$ cat src/rtl/fsd_pkg.sv
// ----------------------------------------------------------------------------
// fsd_pkg
// Shared constants, codes and types of the frame sync decider.
// ----------------------------------------------------------------------------
package fsd_pkg;

  localparam int MAX_UNIVERSES = 16;
  localparam int IDX_W = (MAX_UNIVERSES > 1) ? $clog2(MAX_UNIVERSES) : 1;
  localparam int CNT_W = $clog2(MAX_UNIVERSES + 1);

  localparam int UNI_W    = 15;
  localparam int COUNT_W  = 5;
  localparam int TIME_W   = 32;
  localparam int STATUS_W = 3;

  localparam logic [TIME_W-1:0] PREV_SPAN_RESET = 32'h00FF_FFFF;

  localparam logic [STATUS_W-1:0] ST_WAIT         = 3'd0;
  localparam logic [STATUS_W-1:0] ST_FULL_SENT    = 3'd1;
  localparam logic [STATUS_W-1:0] ST_FULL_DROPPED = 3'd2;
  localparam logic [STATUS_W-1:0] ST_PARTIAL_SENT = 3'd3;
  localparam logic [STATUS_W-1:0] ST_IGNORED      = 3'd4;

  localparam logic REG_FIRST_UNIVERSE = 1'b0;
  localparam logic REG_UNIVERSE_COUNT = 1'b1;

  typedef struct packed {
    logic [UNI_W-1:0]   first_universe;
    logic [COUNT_W-1:0] universe_count;
  } fsd_cfg_t;

  typedef struct packed {
    logic [STATUS_W-1:0] status;
    logic [TIME_W-1:0]   frame_span;
  } fsd_res_t;

endpackage

$ cat src/rtl/frame_sync_decider.sv
// ----------------------------------------------------------------------------
// frame_sync_decider
// Per-packet frame send decision over a RAM of universe arrival times.
// ----------------------------------------------------------------------------
// An in-range universe passes the SCAN, DRAIN and DECIDE states, the scan
// reading N stored times, N being the clamped universe count; an ignored
// one goes straight to DECIDE. The scan reads one stored arrival time per
// cycle from the single RAM port; no new input is taken before DECIDE ends.
// Reset: synchronous; clears flags, valid bits, last output time and first
// universe; previous span to 0xFFFFFF, count to 1; RAM needs no clearing.
module frame_sync_decider (
  input  logic        clk,
  input  logic        rst,
  input  logic        cfg_valid,
  output logic        cfg_ready,
  input  logic        cfg_index,
  input  logic [14:0] cfg_data,
  input  logic        s_tvalid,
  output logic        s_tready,
  input  logic [47:0] s_tdata,   // universe[14:0], now_us[46:15], zero pad
  output logic        m_tvalid,
  input  logic        m_tready,
  output logic [39:0] m_tdata    // status[2:0], frame_span[34:3], zero pad
);

  fsd_pkg::fsd_cfg_t cfg;
  fsd_pkg::fsd_res_t res;
  logic              res_valid;
  logic              res_ready;

  assign cfg_ready = 1'b1;
  assign res_ready = !m_tvalid || m_tready;

  always_ff @(posedge clk) begin
    if (rst) begin
      cfg.first_universe <= '0;
      cfg.universe_count <= 5'd1;
    end else if (cfg_valid && cfg_ready) begin
      case (cfg_index)
        fsd_pkg::REG_FIRST_UNIVERSE: cfg.first_universe <= cfg_data;
        fsd_pkg::REG_UNIVERSE_COUNT: cfg.universe_count <= cfg_data[4:0];
        default: ;
      endcase
    end
  end

  fsd_ctrl u_ctrl (
    .clk        (clk),
    .rst        (rst),
    .cfg        (cfg),
    .in_valid   (s_tvalid),
    .in_ready   (s_tready),
    .in_universe(s_tdata[14:0]),
    .in_now     (s_tdata[46:15]),
    .res_valid  (res_valid),
    .res_ready  (res_ready),
    .res        (res)
  );

  // hold result until the downstream transaction completes
  always_ff @(posedge clk) begin
    if (rst) begin
      m_tvalid <= 1'b0;
    end else if (res_ready) begin
      m_tvalid <= res_valid;
    end
  end

  always_ff @(posedge clk) begin
    if (res_valid && res_ready) begin
      m_tdata <= {5'd0, res.frame_span, res.status};
    end
  end

endmodule

$ cat src/rtl/fsd_ram.sv
// ----------------------------------------------------------------------------
// fsd_ram
// Generic single-write, single-read synchronous RAM with registered read.
// ----------------------------------------------------------------------------
module fsd_ram #(
  parameter int WIDTH  = 32,
  parameter int DEPTH  = 16,
  parameter int ADDR_W = (DEPTH > 1) ? $clog2(DEPTH) : 1
) (
  input  logic                    clk,
  input  logic                    wr_en,
  input  logic [ADDR_W-1:0]       wr_addr,
  input  logic [WIDTH-1:0]        wr_data,
  input  logic [ADDR_W-1:0]       rd_addr,
  output logic [WIDTH-1:0]        rd_data
);

  logic [WIDTH-1:0] mem [DEPTH];

  always_ff @(posedge clk) begin
    if (wr_en) begin
      mem[wr_addr] <= wr_data;
    end
    rd_data <= mem[rd_addr];
  end

endmodule

$ cat src/rtl/fsd_ctrl.sv
// ----------------------------------------------------------------------------
// fsd_ctrl
// Arrival store, span scan over the time RAM and the frame decision.
// ----------------------------------------------------------------------------
module fsd_ctrl (
  input  logic                         clk,
  input  logic                         rst,
  input  fsd_pkg::fsd_cfg_t            cfg,
  input  logic                         in_valid,
  output logic                         in_ready,
  input  logic [fsd_pkg::UNI_W-1:0]    in_universe,
  input  logic [fsd_pkg::TIME_W-1:0]   in_now,
  output logic                         res_valid,
  input  logic                         res_ready,
  output fsd_pkg::fsd_res_t            res
);

  localparam logic [1:0] S_IDLE   = 2'd0;
  localparam logic [1:0] S_SCAN   = 2'd1;
  localparam logic [1:0] S_DRAIN  = 2'd2;
  localparam logic [1:0] S_DECIDE = 2'd3;

  localparam int IDX_W  = fsd_pkg::IDX_W;
  localparam int CNT_W  = fsd_pkg::CNT_W;
  localparam int TIME_W = fsd_pkg::TIME_W;
  localparam int MAXU   = fsd_pkg::MAX_UNIVERSES;

  logic [1:0]              state;
  logic [CNT_W-1:0]        eff;
  logic [CNT_W-1:0]        cnt;
  logic                    ignored;
  logic [TIME_W-1:0]       now;
  logic [TIME_W-1:0]       span;
  logic [TIME_W-1:0]       three_prev;
  logic [TIME_W-1:0]       ten_prev;
  logic [TIME_W-1:0]       elapsed;
  logic [TIME_W-1:0]       prev_span;
  logic [TIME_W-1:0]       last_out;
  logic [MAXU-1:0]         arrived;
  logic [MAXU-1:0]         written;
  logic                    rd_valid;
  logic [IDX_W-1:0]        rd_idx;

  logic [CNT_W-1:0]        eff_next;
  logic [fsd_pkg::UNI_W-1:0] offset;
  logic                    hit;
  logic [IDX_W-1:0]        wr_idx;
  logic                    accept;
  logic                    fire;
  logic [TIME_W-1:0]       rd_data;
  logic [TIME_W-1:0]       stored;
  logic [TIME_W-1:0]       diff;
  logic [MAXU-1:0]         mask;
  logic                    all_in;
  logic [TIME_W-1:0]       span3;
  logic                    close;
  logic [fsd_pkg::STATUS_W-1:0] status;

  assign in_ready = (state == S_IDLE);
  assign accept   = in_valid && in_ready;
  assign res_valid = (state == S_DECIDE);
  assign fire     = res_valid && res_ready;

  always_comb begin
    if ({{(32 - fsd_pkg::COUNT_W){1'b0}}, cfg.universe_count} > 32'(MAXU)) begin
      eff_next = CNT_W'(MAXU);
    end else begin
      eff_next = CNT_W'(cfg.universe_count);
    end
    offset = in_universe - cfg.first_universe;
    hit    = (in_universe >= cfg.first_universe) &&
             ({{(32 - fsd_pkg::UNI_W){1'b0}}, offset} < 32'(eff_next));
    wr_idx = offset[IDX_W-1:0];
  end

  fsd_ram #(
    .WIDTH(TIME_W),
    .DEPTH(MAXU)
  ) u_times (
    .clk    (clk),
    .wr_en  (accept && hit),
    .wr_addr(wr_idx),
    .wr_data(in_now),
    .rd_addr(cnt[IDX_W-1:0]),
    .rd_data(rd_data)
  );

  assign stored = written[rd_idx] ? rd_data : '0;
  assign diff   = now - stored;

  always_comb begin
    for (int i = 0; i < MAXU; i++) begin
      mask[i] = (32'(i) < 32'(eff));
    end
    all_in = &(arrived | ~mask);
    span3  = span + {span[TIME_W-2:0], 1'b0};
    close  = 1'b0;
    status = fsd_pkg::ST_WAIT;
    if (ignored) begin
      status = fsd_pkg::ST_IGNORED;
    end else if (all_in) begin
      close = 1'b1;
      if (span < three_prev || elapsed > ten_prev) begin
        status = fsd_pkg::ST_FULL_SENT;
      end else begin
        status = fsd_pkg::ST_FULL_DROPPED;
      end
    end else if (span3 < prev_span) begin
      close  = 1'b1;
      status = fsd_pkg::ST_PARTIAL_SENT;
    end
    res.status     = status;
    res.frame_span = ignored ? '0 : span;
  end

  always_ff @(posedge clk) begin
    if (rst) begin
      state     <= S_IDLE;
      arrived   <= '0;
      written   <= '0;
      rd_valid  <= 1'b0;
      prev_span <= fsd_pkg::PREV_SPAN_RESET;
      last_out  <= '0;
    end else begin
      rd_valid <= (state == S_SCAN);
      rd_idx   <= cnt[IDX_W-1:0];
      if (rd_valid && diff > span) begin
        span <= diff;
      end
      case (state)
        S_IDLE: begin
          if (accept) begin
            now        <= in_now;
            eff        <= eff_next;
            cnt        <= '0;
            span       <= '0;
            ignored    <= !hit;
            three_prev <= prev_span + {prev_span[TIME_W-2:0], 1'b0};
            ten_prev   <= {prev_span[TIME_W-4:0], 3'b000} + {prev_span[TIME_W-2:0], 1'b0};
            elapsed    <= in_now - last_out;
            if (hit) begin
              arrived[wr_idx] <= 1'b1;
              written[wr_idx] <= 1'b1;
              state           <= S_SCAN;
            end else begin
              state <= S_DECIDE;
            end
          end
        end
        S_SCAN: begin
          cnt <= cnt + 1'b1;
          if (cnt == eff - 1'b1) begin
            state <= S_DRAIN;
          end
        end
        S_DRAIN: begin
          state <= S_DECIDE;
        end
        S_DECIDE: begin
          if (fire) begin
            state <= S_IDLE;
            if (close) begin
              arrived   <= '0;
              prev_span <= span;
              last_out  <= now;
            end
          end
        end
        default: begin
          state <= S_IDLE;
        end
      endcase
    end
  end

endmodule

$ cat config.mk
export PLATFORM = sky130hd
export DESIGN_NAME = frame_sync_decider
export DESIGN_NICKNAME = d
export VERILOG_FILES = /design/src/rtl/fsd_pkg.sv /design/src/rtl/frame_sync_decider.sv /design/src/rtl/fsd_ram.sv /design/src/rtl/fsd_ctrl.sv
export SDC_FILE = /design/constraint.sdc
export NUM_CORES = 1
export LEC_CHECK = 0
export BUFFER_PORTS_ARGS = -buffer_cell sky130_fd_sc_hd__buf_2
export CAP_MARGIN = 25
export CORE_MARGIN = 5
export CORE_UTILIZATION = 65
export CTS_CLUSTER_SIZE = 16
export DETAILED_ROUTE_END_ITERATION = 16
export PLACE_DENSITY = 0.85
export SETUP_SLACK_MARGIN = 0.1
export SYNTH_ARGS = -nofsm -noshare
export SYNTH_HDL_FRONTEND = slang
export SYNTH_SLANG_ARGS = --single-unit
$ cat constraint.sdc
create_clock -name clk -period 12.6 [get_ports clk]
set_input_delay 1.26 -clock clk [delete_from_list [all_inputs] [get_ports clk]]
set_output_delay 1.26 -clock clk [all_outputs]
set_load 0.02 [all_outputs]
**Yosys cells after proc, flatten, opt, wreduce, memory -nomap -nowiden**

Memories as Yosys holds them, arrays and structs flattened. A register that Yosys moved wholly into a read port is not among the register bits.
Cells that the tools add are included.

- Register bits after elaboration: 330
- Input bits: 69
- Memory bits (writable): 512
- Memories kept: 1
- Output and inout port bits: 43

Memories:

| name | depth | bits a word | read ports | clocked after Yosys merged registers in | write ports | RTL line | RTL |
|---|---|---|---|---|---|---|---|
| u_ctrl.u_times.mem | 16 | 32 | 1 | 1 | 1 | fsd_ram.sv:18 | `logic [WIDTH-1:0] mem [DEPTH];` |

- Order comparisons: 26
- Multiplexer cells: 29
- $add $sub $neg: 8
- Bitwise logic cells: 6
- Eq/ne operators: 9
- Reduce and logical (&&, ||, !) cells: 22

Operators with widths:

| kind | count |
|---|---|
| $mux 32 | 4 |
| $add 32x32->32 | 3 |
| $gt 32x32->1 | 2 |
| $lt 32x32->1 | 2 |
| $mux 16 | 4 |
| $sub 32x32->32 | 2 |
| $or 16x16->16 | 3 |
| $lt 4x5->1 const A | 8 |
| $pmux 16 s2 | 1 |
| $lt 3x5->1 const A | 4 |
| $not 16->16 | 1 |
| $reduce_and 16->1 | 1 |
| $ge 15x15->1 | 1 |
| $lt 15x5->1 | 1 |
| $reduce_and 3->1 | 5 |
| $sub 15x15->15 | 1 |
| $mux 2 | 6 |
| $lt 1x5->1 const A | 2 |
| $lt 2x5->1 const A | 2 |
| $lt 4x5->1 const B | 2 |
| $mux 5 | 2 |
| $pmux 5 s2 | 1 |
| $pmux 2 s4 | 1 |
| $mux 1 | 7 |
| other kinds (20) | 34 |

**Logic depth before layout (Yosys ltp)**

Gate-level depths: netlist (run 1).

- Word-level depth: 9
- Gate-level depth with buffers: 28
- Mapped depth without buffers: 24

**By module**

Synthesis (run 1) repeated with hierarchy kept, for this count alone.

- Cell total of the unflattened synthesis: 3374
- Area, all modules: 43639.4 µm²

Modules (own cells, without submodules):

| module | sequential area each (µm²) | instances | cells an instance | area each (µm²) |
|---|---|---|---|---|
| fsd_ctrl | 7176.9 | 1 | 2404 | 21718.3 |
| fsd_ram | 16015.4 | 1 | 838 | 19835.3 |
| frame_sync_decider | 1471.4 | 1 | 132 | 2085.8 |

**Worst setup path after synthesis (run 1)**

OpenSTA, ideal clock, no wires.

- Kind: in2reg
- Start: input port rst
- End: register u_ctrl.eff[0] (enable)
- Slack: 4.982 ns
- Arrival: 6.990 ns
- Setup time: 0.627 ns
- Data required time: 11.973 ns
- Stages on the path: 2
- Buffers on the path: 1
- Path through: clkbuf_1 -> nor2_1

- Cells in the longest elaborated chain, start to end: 2

Ends and longest elaborated chain:

| what | RTL line | RTL |
|---|---|---|
| from (decl) | frame_sync_decider.sv:13 | `input logic rst,` |
| $not 1->1 (no source line) | -- |  |
| $reduce_and 3->1 (no source line) | -- |  |
| to (signal assigned) | fsd_ctrl.sv:134 | `eff <= eff_next;` |
| to (decl) | fsd_ctrl.sv:29 | `logic [CNT_W-1:0] eff;` |

No other way between the ends.
A chain may end at the register's enable or synchronous reset.

**Worst setup path after layout (run 1)**

- Start: register u_ctrl.rd_idx[0]
- End: register u_ctrl.span[18] (data pin)

- Cells in the longest elaborated chain, start to end: 9

Ends and longest elaborated chain:

| what | RTL line | RTL |
|---|---|---|
| from (decl) | fsd_ctrl.sv:42 | `logic [IDX_W-1:0] rd_idx;` |
| from (signal assigned) | fsd_ctrl.sv:126 | `rd_idx <= cnt[IDX_W-1:0];` |
| $bmux 1 s4 * | fsd_ctrl.sv:88 | `assign stored = written[rd_idx] ? rd_data : '0;` |
| $mux 1 (not written as such) * | fsd_ctrl.sv:88 |  |
| $mux 32 * | fsd_ctrl.sv:88 |  |
| $sub 32x32->32 * | fsd_ctrl.sv:89 | `assign diff = now - stored;` |
| $gt 32x32->1 | fsd_ctrl.sv:127 | `if (rd_valid && diff > span) begin` |
| $logic_and 1x1->1 | fsd_ctrl.sv:127 |  |
| $mux 32 * | fsd_ctrl.sv:127 |  |
| $mux 32 | fsd_ctrl.sv:132 | `if (accept) begin` |
| $mux 32 * | fsd_ctrl.sv:130 | `case (state)` |
| to (signal assigned) | fsd_ctrl.sv:128 | `span <= diff;` |
| to (decl) | fsd_ctrl.sv:33 | `logic [TIME_W-1:0] span;` |

Every way passes the cells marked *; elsewhere a longest branch is shown, timed or not. The select of a mux whose other input is x is not followed.

==> results of run 1 <==
[Yosys cell counts (32+ instances only)]
master and number:
mux4_2 166, clkbuf_1 60, nor2_1 234, mux2i_1 69, xor2_1 46, inv_1 226, a21oi_1 205, edfxtp_1 720
ha_1 301, dfxtp_1 152, nand3_1 32, o21a_1 45, o211ai_1 38, o21ai_0 93, nand2_1 189, a21o_1 97
xnor2_1 110, nand2b_1 34
[metrics by stage]
stage | cell area, um^2 | total power [mW]
after floorplan | 42700 | 4.60
after global placement | 44300 | 4.95
after detailed placement | 44400 | 5.04
after CTS | 47400 | 7.76
after global routing | 47400 | 8.07
final | 47400 | 7.77
[power by group through the flow]
stage / Sequential, mW / Clock (mW) / Combinational [mW]
2_1_floorplan: 3.44 / 0 / 1.16
3_3_place_gp: 3.45 / 0 / 1.50
3_5_place_dp: 3.46 / 0 / 1.59
4_1_cts: 3.40 / 2.74 / 1.62
5_1_grt: 3.42 / 2.87 / 1.79
6_report: 3.41 / 2.73 / 1.64
[final cells by class]
class	count	area, um^2	share of cell area, %
clock buffers	120	2440	5.15
flip-flops and latches	872	24700	52.0
multi-input cells	1987	16900	35.7
well taps	864	1080	2.28
clock inverters	47	574	1.21
diodes	4	10.0	0.0211
inverters	227	852	1.80
repair buffers	140	851	1.79
[worst paths after layout]
check | slack [ns] | to
hold / removal | 0.46 | cfg[7]$_SDFFE_PP0P_
setup / recovery | 4.45 | u_ctrl.span[18]$_DFFE_PN_
setup reg to reg | 4.45 | u_ctrl.span[18]$_DFFE_PN_
hold reg to reg | 0.46 | cfg[7]$_SDFFE_PP0P_
[worst max-delay path: cells and delay by family, from the launching register on]
kind / cells / cell delay, ns
buf+inv: 2 / 0.51
fa+ha+maj: 2 / 0.55
flops: 1 / 0.51
mux: 3 / 1.68
compound gates: 10 / 3.22
xor+xnor: 1 / 0.23
simple gates: 7 / 1.15
[cell families after synthesis]
group	Yosys count	share of synthesized area, %
AND/OR/NAND/NOR	657	7.10
AO/OA/AOI/OAI	626	9.48
XOR/XNOR	156	3.20
buffers and inverters	319	2.91
adder cells (fa/ha/maj)	307	9.11
flip-flops	872	57.8
multiplexers	235	10.4
other	2	0.0176
[per-layer routing]
layer  vias up  wire length, um
li1      12300                -
met2      1649            55100
met1     13900            40800
met4         2             4610
met5         -               13
met3       314             9990
[registers in the layout, summed over array words and instances, names as in the netlist, 32 cells and up]
signal and count:
u_ctrl.last_out 32, u_ctrl.span 32, u_ctrl.u_times.mem 512, u_ctrl.now 32, m_tdata 35, u_ctrl.u_times.rd_data 32
u_ctrl.prev_span 32, u_ctrl.elapsed 32, u_ctrl.three_prev 32
==> key figures, run 1 <==
Run status
  • Outcome: completed

Final layout
  • Post-layout util: 72.5%
  • Fillcell total: approximately 4000
  • Area delta synth->final: 11.1%
  • Commonest non-fill, non-tap cell in the layout: edfxtp_1
  • Final Non-Filler Cells: 4261
  • Layout cell share with drive strength beyond 1: 14.3%
  • Nets: 3693
  • Most frequent cells in the layout: 720 x edfxtp_1, 301 x ha_1, 226 x inv_1

Route
  • Final wirelength: between 100 and 150 mm
  • DR vias/cell: 6.61
  • DRT antenna net count: 0
  • Remaining DRCs: 0
  • DRT Pass-1 Iters: 7
  • DR iter-0 viols: 2921
  • DR vias: 28200
  • DR WL/cell: 25.9 um

Logic synthesis
  • Synth top area cells: edfxtp_1 51%, ha_1 8.8%, mux4_2 8.8%, dfxtp_1 7.1%, a21oi_1 2.4%
  • Ys async rst share: 0%
  • Netlist cell types: 81
  • Post-synthesis cell count: 3174
  • Part of the Yosys area used for sequential elements: 57.8%
  • Post-synthesis cell area: 42700 um^2
  • Post-synthesis register bit count: between 800 and 900
  • Ys flop type: edfxtp_1
  • EDFF count, synth: 720
  • Yosys top cell area share: about half
  • Top cell type by total area after synthesis: edfxtp_1
  • Syn_area_per_cell: ~13 um^2
  • Synth warn: 0

STA
  • Final max-slew violation count: 0
  • Period minus WS final: 8.15 ns
  • Post-Route Skew: ~0.045 ns
  • Tcrit/Tclk final: between 60% and 70%
  • Final Hold Violating Endpoints: 0
  • Least-Margin Pin Slew: ~1.1 ns
  • Slack of the critical path: 4.45 ns
  • Fmax: 123 MHz
  • Normalized max-slew margin: 28.7%
  • Finish-stage setup viols: 0
  • Worst hold slack: 0.458 ns
  • Setup TNS: 0 ns
  • RSZ-0062 raised after global routing: false

Min path
  • Worst Hold Class: flip-flop to flip-flop
  • Min-delay src: cfg[7]$_SDFFE_PP0P_
  • Worst Hold Depth: 2

Clock tree
  • CTS max path bufs: 3
  • # H-tree levels: 3
  • Hold-fix buffers, CTS: 0
  • Postcts setup bufs: 0
  • Root Driver: clkbuf_16
  • Clock sink count: 872
  • Clock latency on the worst-skew pair: ~0.68 ns
  • Resized Gates After CTS: 0
  • CTS tree: built
  • Total CTS buffers: 89
  • Clk slew on worst S/H paths: 0.07 ns

Global routing
  • Met1 track demand over resource: 39.8%
  • Busiest grt layer: met2
  • Antenna violations before repair: 6
  • Vias in the first global route: 28500
  • Met2 Usage GRT: 53.2%
  • GR Util All Layers: 30.7%
  • Grt total ovfl: 0
  • Largest net degree at the start of global routing: 78
  • Met3 global-route usage: 4.60%
  • First-pass GRT wire length: 166 mm

Pwr
  • Switching pwr: 2.24 mW
  • Pint: 5.53 mW
  • Largest vdd supply drop: 0.000173 V
  • Sw Ratio: 28.9%
  • Pwr/cell area: roughly 160 nW/um^2
  • Clock share of power: 35.1%
  • Seq pwr share: 43.8%
  • Leak pwr: about 18 nW
  • Combinational power share: 21.1%

Place
  • Hpwl dp: 67.1 mm
  • # placed instances: around 4000
  • DP Worst Slack: 4.73 ns
  • RePlAce Congestion: 0.928
  • IO buf count: 104

Worst setup path
  • Crit Path Max Fanout: 32
  • R2r worst-path depth: 25
  • CP endpoint kind: flip-flop
  • CP required: between 10 and 15 ns
  • CP Launch Type: flip-flop
  • WS Path Type: flip-flop to flip-flop
  • CP dominant cell by count: a21oi_1
  • Worst path slowest cell: mux4_2
  • Critical Path AT: 8.54 ns
  • Worst setup path startpoint: u_ctrl.rd_idx[0]$_DFFE_PN_
  • Max incr delay on CP: 0.82 ns
  • Reg2reg start: u_ctrl.rd_idx[0]$_DFFE_PN_

Floorplan
  • Die span in x: 266 um
  • Total die area: around 71000 um^2
  • Initial Util: 65.2%
  • Core box area: 65400 um^2
  • Die extent in y: 266 um
  • # rows: 94
  • Io pins: 112

Run
  • Max-Cap Viols: 0
No activity file was read; power rests on OpenSTA's default activity.
==> inputs of run 2 (changes only) <==
--- a/config.mk
+++ b/config.mk
@@ -8,10 +8,10 @@
 export BUFFER_PORTS_ARGS = -buffer_cell sky130_fd_sc_hd__buf_2
 export CAP_MARGIN = 25
 export CORE_MARGIN = 5
-export CORE_UTILIZATION = 65
+export CORE_UTILIZATION = 57
 export CTS_CLUSTER_SIZE = 16
 export DETAILED_ROUTE_END_ITERATION = 16
-export PLACE_DENSITY = 0.85
+export PLACE_DENSITY = 0.79
 export SETUP_SLACK_MARGIN = 0.1
 export SYNTH_ARGS = -nofsm -noshare
 export SYNTH_HDL_FRONTEND = slang
==> constraint.sdc (replaced) <==
create_clock -name clk -period 6.9 [get_ports clk]
set_input_delay 0.69 -clock clk [delete_from_list [all_inputs] [get_ports clk]]
set_output_delay 0.69 -clock clk [all_outputs]
set_load 0.02 [all_outputs]
==> run 2 against run 1 <==
  * Setup slack worse by 4.0 ns
  * Clock-buffer cell count is 1 lower
  * Maximum frequency is 26% higher
  * Clock power is 84% higher
  * Wire length is 9.8% lower
  * Die area is 13% higher
  * Hold slack worse by 0.15 ns
==> key figures, run 2 (synthesized netlist as in run 1, its figures left out) <==
Run status
  • Outcome: completed (unchanged)

Final layout
  • Area delta synth->final: 12.0% (was 11.1%)
  • Top Registers: u_ctrl.u_times.mem x512, m_tdata x35 (unchanged)
  • Commonest non-fill, non-tap cell in the layout: edfxtp_1 (unchanged)
  • Fillcell total: 5328 (was 4015)
  • Most frequent cells in the layout: 720 x edfxtp_1, 301 x ha_1, 226 x inv_1 (unchanged)
  • Most flops, register: u_ctrl.u_times.mem (unchanged)
  • Largest register FFs: 512 (unchanged)
  • Nets: 3702 (was 3693)
  • Post-layout util: 64.3% (was 72.5%)
  • Final Non-Filler Cells: 4371 (was 4261)
  • Layout cell share with drive strength beyond 1: 15.1% (was 14.3%)

Route
  • DR WL/cell: 22.8 um (was 25.9 um)
  • DRT antenna net count: 0 (unchanged)
  • Remaining DRCs: 0 (unchanged)
  • DR vias: 26700 (was 28200)
  • Final wirelength: 99.6 mm (was 110 mm)
  • DRT Pass-1 Iters: 6 (was 7)
  • DR iter-0 viols: 2363 (was 2921)
  • DR vias/cell: 6.12 (was 6.61)

Min path
  • Worst Hold Class: primary input to flip-flop (was flip-flop to flip-flop)
  • Worst Hold Path EP: cfg[13]$_SDFFE_PP0P_ (was cfg[7]$_SDFFE_PP0P_)
  • Min-delay src: cfg_data[8] (was cfg[7]$_SDFFE_PP0P_)
  • Worst Hold Depth: 3 (was 2)

Global routing
  • Antenna violations before repair: 5 (was 6)
  • Vias in the first global route: 26900 (was 28500)
  • Grt total ovfl: 0 (unchanged)
  • Largest net degree at the start of global routing: 133 (was 78)
  • GR Util All Layers: 24.4% (was 30.7%)
  • First-pass GRT wire length: 153 mm (was 166 mm)

Place
  • RePlAce Congestion: 0.898 (was 0.928)
  • Hpwl dp: 62.6 mm (was 67.1 mm)
  • # placed instances: 4201 (was 4089)
  • IO buf count: 104 (unchanged)

Worst setup path
  • Max incr delay on CP: 0.58 ns (was 0.82 ns)
  • Crit Path Max Fanout: 19 (was 32)
  • WS Path Type: flip-flop to flip-flop (unchanged)
  • CP required: 7.26 ns (was 12.99 ns)
  • Reg2reg start: u_ctrl.rd_idx[0]$_DFFE_PN_ (unchanged)
  • CP endpoint kind: flip-flop (unchanged)
  • Crit-path cells: mux4_2, mux4_2, and2_1, ha_1, fa_1, nand2b_1, a21oi_2, a21o_1, o311a_1, a21oi_1, o21ai_2, a41oi_1, xnor2_1, ha_1, a21o_1, a21oi_1, o211ai_1, a21oi_1, o21ai_0, o21ai_4, buf_12, mux2i_1, nor2_1
  • Critical Path AT: 6.85 ns (was 8.54 ns)
  • R2r endpoint: u_ctrl.span[2]$_DFFE_PN_ (was u_ctrl.span[18]$_DFFE_PN_)
  • CP dominant cell by count: a21oi_1 (unchanged)
  • Internal reg-to-reg setup slack: 0.40 ns (was 4.45 ns)
  • Worst path slowest cell: mux4_2 (unchanged)
  • R2r worst-path depth: 23 (was 25)
  • CP Launch Type: flip-flop (unchanged)

Floorplan
  • Total die area: 80400 um^2 (was 70900 um^2)
  • Die span in x: 284 um (was 266 um)
  • Die extent in y: 284 um (was 266 um)
  • # rows: 100 (was 94)
  • Io pins: 112 (unchanged)
  • Initial Util: 57.4% (was 65.2%)
  • Core box area: 74300 um^2 (was 65400 um^2)

STA
  • Finish-stage setup viols: 0 (unchanged)
  • Period minus WS final: 6.50 ns (was 8.15 ns)
  • Final max-slew violation count: 0 (unchanged)
  • RSZ-0062 raised after global routing: false (unchanged)
  • Fmax: 154 MHz (was 123 MHz)
  • Normalized max-slew margin: 28.6% (was 28.7%)
  • Least-Margin Pin Slew: 1.07 ns (about the same)
  • Post-Route Skew: 0.0247 ns (was 0.0454 ns)
  • Worst hold slack: 0.305 ns (was 0.458 ns)
  • Final Hold Violating Endpoints: 0 (unchanged)
  • Setup TNS: 0 ns (unchanged)
  • Tcrit/Tclk final: 94.1% (was 64.7%)

Run
  • Max-Cap Viols: 0 (unchanged)

Clock tree
  • CTS tree: built (unchanged)
  • Clk slew on worst S/H paths: 0.06 ns (was 0.07 ns)
  • # H-tree levels: 3 (unchanged)
  • Clock latency on the worst-skew pair: 0.64 ns (was 0.68 ns)
  • Clock sink count: 872 (unchanged)
  • Total CTS buffers: 88 (was 89)
  • Root Driver: clkbuf_16 (unchanged)
  • CTS max path bufs: 3 (unchanged)

Pwr
  • Largest vdd supply drop: 0.000235 V (was 0.000173 V)
  • Leak pwr: 17.9 nW (was 17.7 nW)
  • Total power: 14.2 mW (was 7.77 mW)
  • Pwr/cell area: 297 nW/um^2 (was 164 nW/um^2)
-- run 2: cell types whose count changed in the layout (fill, tap and decap cells not counted), sizes merged --
| cell | change |
|---|---|
| diode | -2 |
| clkinv | -5 |
| clkinvlp | +3 |
| buf | +8 |
| mux4 | +1 |
| inv | -1 |
| bufinv | +1 |
-- run 2: how the worst max path moves through the flow --
stage | end | depth (start not counted) | startpoint
floorplan | u_ctrl.span[19]$_DFFE_PN_ | 27 | u_ctrl.rd_idx[0]$_DFFE_PN_
global placement | u_ctrl.span[28]$_DFFE_PN_ | 25 | u_ctrl.rd_idx[0]$_DFFE_PN_
detailed placement | u_ctrl.span[3]$_DFFE_PN_ | 25 | u_ctrl.rd_idx[0]$_DFFE_PN_
CTS | u_ctrl.span[2]$_DFFE_PN_ | 25 | u_ctrl.rd_idx[0]$_DFFE_PN_
global route | u_ctrl.span[28]$_DFFE_PN_ | 26 | u_ctrl.rd_idx[0]$_DFFE_PN_
finish | u_ctrl.span[2]$_DFFE_PN_ | 23 | u_ctrl.rd_idx[0]$_DFFE_PN_
-- run 2: power by group --
group | leakage [nW] | switching, mW | internal [mW] | total (mW)
clock network | 1.51 | 2.06 | 2.96 | 5.02
registers | 7.64 | 0.236 | 6.00 | 6.24
logic | 8.72 | 1.65 | 1.28 | 2.93
-- run 2: area by class of cell --
class,instances,area [um^2],area share (%)
Tap cell,969,1210,2.54
Sequential cell,872,24700,51.6
Antenna cell,2,5.00,0.0105
Inverter,227,852,1.78
Multi-Input combinational cell,1988,17000,35.6
Clock buffer,119,2560,5.37
Clock inverter,45,529,1.11
Timing Repair Buffer,149,976,2.04
-- run 2: critical path: cells and delay by family, from the launching register on --
kind	cells	cell delay (ns)
AOI/OAI and AO/OA	12	2.45
xor gates and xnor gates	1	0.29
adders and majority gates	3	0.92
buffers and inverters	1	0.23
DFF	1	0.53
muxes	3	1.36
and+or+nand+nor	3	0.42
-- run 2: timing repair --
item,CTS,global route
resized for setup,2,9
cloned,0,2
hold buffers,0,0
endpoints found under the hold margin,0,0
setup endpoints to repair,20,53
setup buffers,0,1
-- run 2: routing by layer --
layer	wire (um)	track usage, %	up-vias
met5	11	0	-
li1	-	-	12300
met2	49000	41.0	1078
met1	40600	32.8	13200
met3	7020	4.15	189
met4	2990	7.88	2
-- run 2: through the flow --
stage	area [um^2]	setup slack [ns]
3_3_place_gp	44600	0.277
5_1_grt	47800	0.0858
2_1_floorplan	42700	0.539
4_1_cts	47700	0.112
3_5_place_dp	44600	0.131
6_report	47800	0.404
